**src/design/fdc_pkg.sv**
```systemverilog
// Package for the flood-and-drain cycle controller.
// Holds state and fault codes, register indexes, reset values and item types.
// No dependencies.
package fdc_pkg;

    localparam int unsigned TIME_W      = 32;
    localparam int unsigned COUNT_W     = 8;
    localparam int unsigned CFG_IDX_W   = 3;
    localparam int unsigned CFG_DATA_W  = 32;
    localparam int unsigned CODE_W      = 3;
    localparam int unsigned DEFAULT_RETRY_LIMIT = 3;

    localparam logic [TIME_W:0] STUCK_MARGIN_MS = (TIME_W + 1)'(1000);

    localparam logic [TIME_W-1:0]  RST_FLOOD_INTERVAL = TIME_W'(3600000);
    localparam logic [TIME_W-1:0]  RST_FLOOD_DURATION = TIME_W'(60000);
    localparam logic [TIME_W-1:0]  RST_SOAK_DURATION  = TIME_W'(600000);
    localparam logic [TIME_W-1:0]  RST_DRAIN_TIMEOUT  = TIME_W'(1800000);
    localparam logic [COUNT_W-1:0] RST_RETRY_LIMIT    = '0;

    typedef enum logic [CFG_IDX_W-1:0] {
        REG_FLOOD_INTERVAL = 3'd0,
        REG_FLOOD_DURATION = 3'd1,
        REG_SOAK_DURATION  = 3'd2,
        REG_DRAIN_TIMEOUT  = 3'd3,
        REG_RETRY_LIMIT    = 3'd4
    } t_reg_idx;

    typedef enum logic [CODE_W-1:0] {
        ST_IDLE  = 3'd0,
        ST_FLOOD = 3'd1,
        ST_SOAK  = 3'd2,
        ST_DRAIN = 3'd3,
        ST_FAULT = 3'd4
    } t_cycle_state;

    typedef enum logic [CODE_W-1:0] {
        FC_NONE     = 3'd0,
        FC_DRY      = 3'd1,
        FC_OVERFLOW = 3'd2,
        FC_FLOOD_TO = 3'd3,
        FC_DRAIN_TO = 3'd4
    } t_fault_code;

    typedef struct packed {
        logic [TIME_W-1:0]  flood_interval;
        logic [TIME_W-1:0]  flood_duration;
        logic [TIME_W-1:0]  soak_duration;
        logic [TIME_W-1:0]  drain_timeout;
        logic [COUNT_W-1:0] retry_limit;
    } t_cfg;

    typedef struct packed {
        t_cycle_state       cycle_state;
        t_fault_code        fault_code;
        logic               latched;
        logic [TIME_W-1:0]  entry_time;
        logic [TIME_W-1:0]  cycle_start;
        logic [COUNT_W-1:0] overflow_events;
    } t_ctx;

    localparam t_ctx CTX_RESET = '{
        cycle_state:     ST_IDLE,
        fault_code:      FC_NONE,
        latched:         1'b0,
        entry_time:      '0,
        cycle_start:     '0,
        overflow_events: '0
    };

    typedef struct packed {
        logic [TIME_W-1:0] now_ms;
        logic              fault_ack;
        logic              level_ok;
        logic              overflow_trip;
        logic              pump_on;
        logic              flood_now;
    } t_in_item;

    typedef struct packed {
        logic         pump_start;
        logic         pump_stop;
        logic         state_chg;
        logic         fault_chg;
        t_cycle_state cycle_state;
        t_fault_code  fault_code;
        logic         fault_is_latched;
    } t_out_item;

endpackage

```
**src/design/fdc_step.sv**
```systemverilog
// Single-step update of the pump cycle: next state and result flags for one sample.
// Purely combinational; depends on fdc_pkg.
module fdc_step import fdc_pkg::*; #(
    parameter int unsigned DEFAULT_RETRY_LIMIT = fdc_pkg::DEFAULT_RETRY_LIMIT
) (
    input  t_ctx      i_ctx,
    input  t_cfg      i_cfg,
    input  t_in_item  i_item,
    output t_ctx      o_ctx,
    output t_out_item o_result
);

    t_ctx               n_ctx;
    logic               ovf_event;
    logic [TIME_W-1:0]  elapsed;
    logic [TIME_W-1:0]  since_start;
    logic [COUNT_W-1:0] limit;
    logic               exhausted;
    logic               flood_expired;

    assign elapsed       = i_item.now_ms - i_ctx.entry_time;
    assign since_start   = i_item.now_ms - i_ctx.cycle_start;
    assign limit         = (i_cfg.retry_limit == '0) ? COUNT_W'(DEFAULT_RETRY_LIMIT)
                                                     : i_cfg.retry_limit;
    assign exhausted     = ({1'b0, i_ctx.overflow_events} + (COUNT_W + 1)'(1))
                           >= {1'b0, limit};
    assign flood_expired = {1'b0, elapsed} > ({1'b0, i_cfg.flood_duration} + STUCK_MARGIN_MS);

    // next state
    always_comb begin
        n_ctx     = i_ctx;
        ovf_event = 1'b0;
        if (i_item.fault_ack && i_ctx.latched) begin
            n_ctx.fault_code      = FC_NONE;
            n_ctx.latched         = 1'b0;
            n_ctx.overflow_events = '0;
            n_ctx.cycle_state     = i_item.level_ok ? ST_IDLE : ST_DRAIN;
            n_ctx.entry_time      = i_item.now_ms;
        end else if (i_ctx.cycle_state == ST_FAULT) begin
            n_ctx = i_ctx;
        end else if (i_item.overflow_trip &&
                     (i_ctx.cycle_state == ST_FLOOD || i_ctx.cycle_state == ST_SOAK)) begin
            ovf_event = 1'b1;
            if (i_ctx.overflow_events != '1) begin
                n_ctx.overflow_events = i_ctx.overflow_events + COUNT_W'(1);
            end
            n_ctx.fault_code  = FC_OVERFLOW;
            n_ctx.latched     = exhausted;
            n_ctx.cycle_state = exhausted ? ST_FAULT : ST_DRAIN;
            n_ctx.entry_time  = i_item.now_ms;
        end else begin
            unique case (i_ctx.cycle_state)
                ST_IDLE: begin
                    if (!i_item.level_ok) begin
                        n_ctx.fault_code = FC_DRY;
                        n_ctx.latched    = 1'b0;
                    end else begin
                        if (i_ctx.fault_code != FC_NONE && !i_ctx.latched) begin
                            n_ctx.fault_code = FC_NONE;
                        end
                        if (i_item.flood_now || since_start >= i_cfg.flood_interval) begin
                            n_ctx.cycle_state = ST_FLOOD;
                            n_ctx.entry_time  = i_item.now_ms;
                            n_ctx.cycle_start = i_item.now_ms;
                        end
                    end
                end
                ST_FLOOD: begin
                    if (flood_expired) begin
                        n_ctx.fault_code  = FC_FLOOD_TO;
                        n_ctx.latched     = 1'b1;
                        n_ctx.cycle_state = ST_FAULT;
                        n_ctx.entry_time  = i_item.now_ms;
                    end else if (!i_item.pump_on) begin
                        if (!i_item.overflow_trip && i_ctx.fault_code != FC_OVERFLOW) begin
                            n_ctx.overflow_events = '0;
                        end
                        if (i_ctx.fault_code != FC_NONE && !i_ctx.latched) begin
                            n_ctx.fault_code = FC_NONE;
                        end
                        n_ctx.cycle_state = ST_SOAK;
                        n_ctx.entry_time  = i_item.now_ms;
                    end
                end
                ST_SOAK: begin
                    if (elapsed >= i_cfg.soak_duration) begin
                        n_ctx.cycle_state = ST_DRAIN;
                        n_ctx.entry_time  = i_item.now_ms;
                    end
                end
                ST_DRAIN: begin
                    if (i_item.level_ok) begin
                        if (i_ctx.fault_code != FC_NONE && !i_ctx.latched) begin
                            n_ctx.fault_code = FC_NONE;
                        end
                        n_ctx.cycle_state = ST_IDLE;
                        n_ctx.entry_time  = i_item.now_ms;
                    end else if (elapsed >= i_cfg.drain_timeout) begin
                        n_ctx.fault_code = FC_DRAIN_TO;
                        n_ctx.latched    = 1'b0;
                    end
                end
                ST_FAULT: ;
                default: ;
            endcase
        end
    end

    // outputs
    always_comb begin
        o_result.pump_start       = (i_ctx.cycle_state == ST_IDLE) &&
                                    (n_ctx.cycle_state == ST_FLOOD);
        o_result.pump_stop        = ovf_event || (n_ctx.latched && !i_ctx.latched) ||
                                    ((i_ctx.cycle_state == ST_IDLE) &&
                                     !i_item.level_ok && i_item.pump_on);
        o_result.state_chg        = n_ctx.cycle_state != i_ctx.cycle_state;
        o_result.fault_chg        = ovf_event || (n_ctx.fault_code != i_ctx.fault_code) ||
                                    (n_ctx.latched != i_ctx.latched);
        o_result.cycle_state      = n_ctx.cycle_state;
        o_result.fault_code       = n_ctx.fault_code;
        o_result.fault_is_latched = n_ctx.latched;
    end

    assign o_ctx = n_ctx;

endmodule

```
**config.mk**
```make
export PLATFORM = sky130hd
export DESIGN_NAME = fdc_step
export DESIGN_NICKNAME = d
export VERILOG_FILES = /design/src/design/fdc_pkg.sv /design/src/design/fdc_step.sv
export SDC_FILE = /design/constraint.sdc
export NUM_CORES = 1
export LEC_CHECK = 0
export BUFFER_PORTS_ARGS = -buffer_cell sky130_fd_sc_hd__buf_2
export CORE_UTILIZATION = 40
export DETAILED_ROUTE_END_ITERATION = 16
export PLACE_DENSITY_LB_ADDON = 0.15
export SLEW_MARGIN = 30
export SYNTH_ARGS = -nofsm -noshare
export SYNTH_HDL_FRONTEND = slang
export SYNTH_SLANG_ARGS = --single-unit
```
**constraint.sdc**
```tcl
create_clock -name vclk -period 12
set_clock_uncertainty 0.2 [all_clocks]
set_input_delay 1.2 -clock vclk [all_inputs]
set_output_delay 1.2 -clock vclk [all_outputs]
set_load 0.01 [all_outputs]
```
==> reports/results.ini <==
[synthesis]
synth_seq_area_share_pct = 0
ys_top_cells_by_area = ha_1 28%, inv_1 8.1%, mux2_2 7.9%
syn-cell-area_sq_um = 8860
ys_types = 73
ys.warnings.count = 0
synthCells = 1245
avgSynthCellArea_sq_um = 7.11
synth.top_cell.area_share_pct = 28.0
synth_nets = 1697
synth_largest_area_cell = ha_1

[timing]
setup_viol = 0
setup_ws_ns = 2.34
fin_crit_ns = 9.66
clock.fmax_mhz = 103
hold_slack_ns = 2.53
setup-tns-final_ns = 0
drv_slew = 0
hold_viol = 0
worst_slew_pin_slew_ns = 0.836
fin_crit_sh_pct = 80.5
slew_headroom_pct = 42.8
rsz0062_at_grt = false

[cts]
cts_setup_buffers = 0
cts_hold_buf = 0
ctsResizeCount = 0

[cells_and_area]
final_nets = 2018
synthToLayoutAreaGrowth_pct = 22.0
drive_gt1_share_pct = 27.5
clkbuf_count = 0
seq_area_sq_um = 0
nFillCells = 2323
seq_cells = 0

[outcome]
status = completed

[pwr]
power_density_nw_per_um2 = 59.1
p_leak_nw = 5.99
peakVddDrop_v = 0.0000238
p_total_uw = 639

[drt]
wire_per_inst_um = 15.9
vias_per_cell = 5.33
finalWirelength_mm = 29.3
num_vias = 9848
final_antenna_net_count = 0
dr.pass1.iters = 5
drt-initial-drc-count = 387
drc = 0

[floorplan]
core_area_sq_um = 21800
row_count = 54
ios = 342
fp.dieH_um = 151
initial_utilization_pct = 40.7
die_w_um = 151
dieArea_sq_um = 22700

[critical_path]
crit_arrival_ns = 8.26
endpoint_kind = output pin
start_kind = input pin
required_ns = 10.60
crit_fanout = 11
path_class = in -> out

[worst_hold_path]
hold_depth = 3
min_path_type = in -> out
holdCritStartpoint = i_ctx[14]
hold_end = o_ctx[14]

[global_routing]
grt_usage_pct = 24.4
grt-ovfl-total = 0
grt_pass1_vias = 9202
grt_first_pass_wirelength_mm = 44.9
antenna_found_initial = 4
grt_start_max_net_pins = 36

[job]
cap_viol_max_count = 0

[place]
io_buffer_count = 342
dp_slack_ns = 2.41
place.gp.congestion = 0.896
hpwl_mm = 25.8

-- cell usage after synthesis, types with 4 or more instances --
cell type / number
nand4_1: 21
nor4b_1: 4
o21bai_1: 9
o31ai_1: 9
o211ai_1: 8
a211oi_1: 16
a21o_1: 45
xor2_1: 37
nor2b_1: 21
a2111oi_0: 7
nand2b_1: 10
a21oi_1: 89
clkbuf_1: 14
o21a_1: 20
a221oi_1: 5
and3_1: 14
a31oi_1: 10
and4_1: 10
nor4_1: 8
mux2_2: 62
nor2_1: 76
or3_1: 9
ha_1: 198
nor3_1: 28
o21ai_0: 58
or2_2: 5
nand3_1: 30
nand2_1: 81
buf_4: 10
and2_1: 13
a22o_1: 5
xnor2_1: 50
a31o_2: 6
inv_1: 192
-- cell type report --
| type | count | area, sq um | share of cell area [%] |
|---|---|---|---|
| Inverter | 193 | 724 | 6.71 |
| Tap cell | 280 | 350 | 3.24 |
| Multi-Input combinational cell | 1026 | 7990 | 74.0 |
| Antenna cell | 2 | 5.00 | 0.0463 |
| Timing Repair Buffer | 345 | 1730 | 16.1 |
-- metrics by stage --
stage | cells | cell area, sq um | utilization [%]
after floorplan | 1245 | 8860 | -
after global placement | 1844 | 10800 | 49.6
after detailed placement | 1844 | 10800 | 49.6
after CTS | 1844 | 10800 | 49.6
after global routing | 1846 | 10800 | 49.7
final | 1846 | 10800 | 49.7
-- worst max-delay path by stage --
stage                          from           to  depth (start not counted)
final                     i_item[5]  o_result[7]                         27
after global routing      i_ctx[41]  o_result[7]                         26
after CTS                 i_item[5]  o_result[7]                         27
after detailed placement  i_item[5]  o_result[7]                         27
after global placement    i_ctx[41]  o_result[7]                         26
after floorplan           i_item[5]  o_result[7]                         26
-- routing by layer --
metal / vias to the layer above / share of wire, % / track usage (%)
met2: 308 / 48 / 45.7
met3: 18 / 6.3 / 2.32
li1: 5123 / - / -
met5: - / 0.034 / 0
met1: 4397 / 44 / 30.7
met4: 2 / 1.3 / 3.05
-- worst max-delay path: stages --
cell	delay, ns
buf_2	0.09
inv_1	0.06
ha_1	0.21
fa_1	0.42
nor2b_1	0.17
o211ai_1	0.16
a311o_1	0.39
and2_1	0.19
o311a_1	0.40
o31ai_1	0.33
o41ai_1	0.15
o21bai_1	0.14
a21oi_1	0.09
xnor2_1	0.32
ha_1	0.23
nand3_1	0.13
or4_1	0.56
or4_4	0.56
a211oi_2	0.66
nand2_1	0.19
a221o_1	0.33
a21oi_1	0.23
ha_1	0.16
inv_1	0.04
a41o_1	0.18
or4_1	0.50
buf_2	0.15
-- cell families (layout without fill, tap and decap cells) --
group           Yosys count  after routing  synth area share (%)
compound gates          334            334                  25.5
xor+xnor                 88             88                  8.79
fa+ha+maj               200            200                  28.4
buf+inv                 219            538                  9.79
mux                      63             63                  8.00
other cells               0              2                     0
simple gates            341            341                  19.5
-- power breakdown --
part / internal, mW / switching (mW) / leakage, nW / total [mW]
Clock: 0.0000000223 / 0 / 0.0000127 / 0.0000000223
Combinational: 0.285 / 0.354 / 5.99 / 0.639
Sequential: 0 / 0 / 0 / 0
Total: 0.285 / 0.354 / 5.99 / 0.639
-- placed cells by master (no fill, tap or decap), types with 10 or more instances in the layout --
cell / count
o21ai_0: 58
ha_1: 198
xor2_1: 37
nand2b_1: 10
a21oi_1: 89
nor2_1: 76
nor3_1: 28
nand4_1: 21
xnor2_1: 50
mux2_2: 62
and3_1: 14
o21a_1: 20
inv_1: 192
buf_2: 342
a31oi_1: 10
and4_1: 10
nor2b_1: 21
a211oi_1: 16
nand2_1: 81
and2_1: 13
nand3_1: 30
a21o_1: 45
No activity file was read; power rests on OpenSTA's default activity.
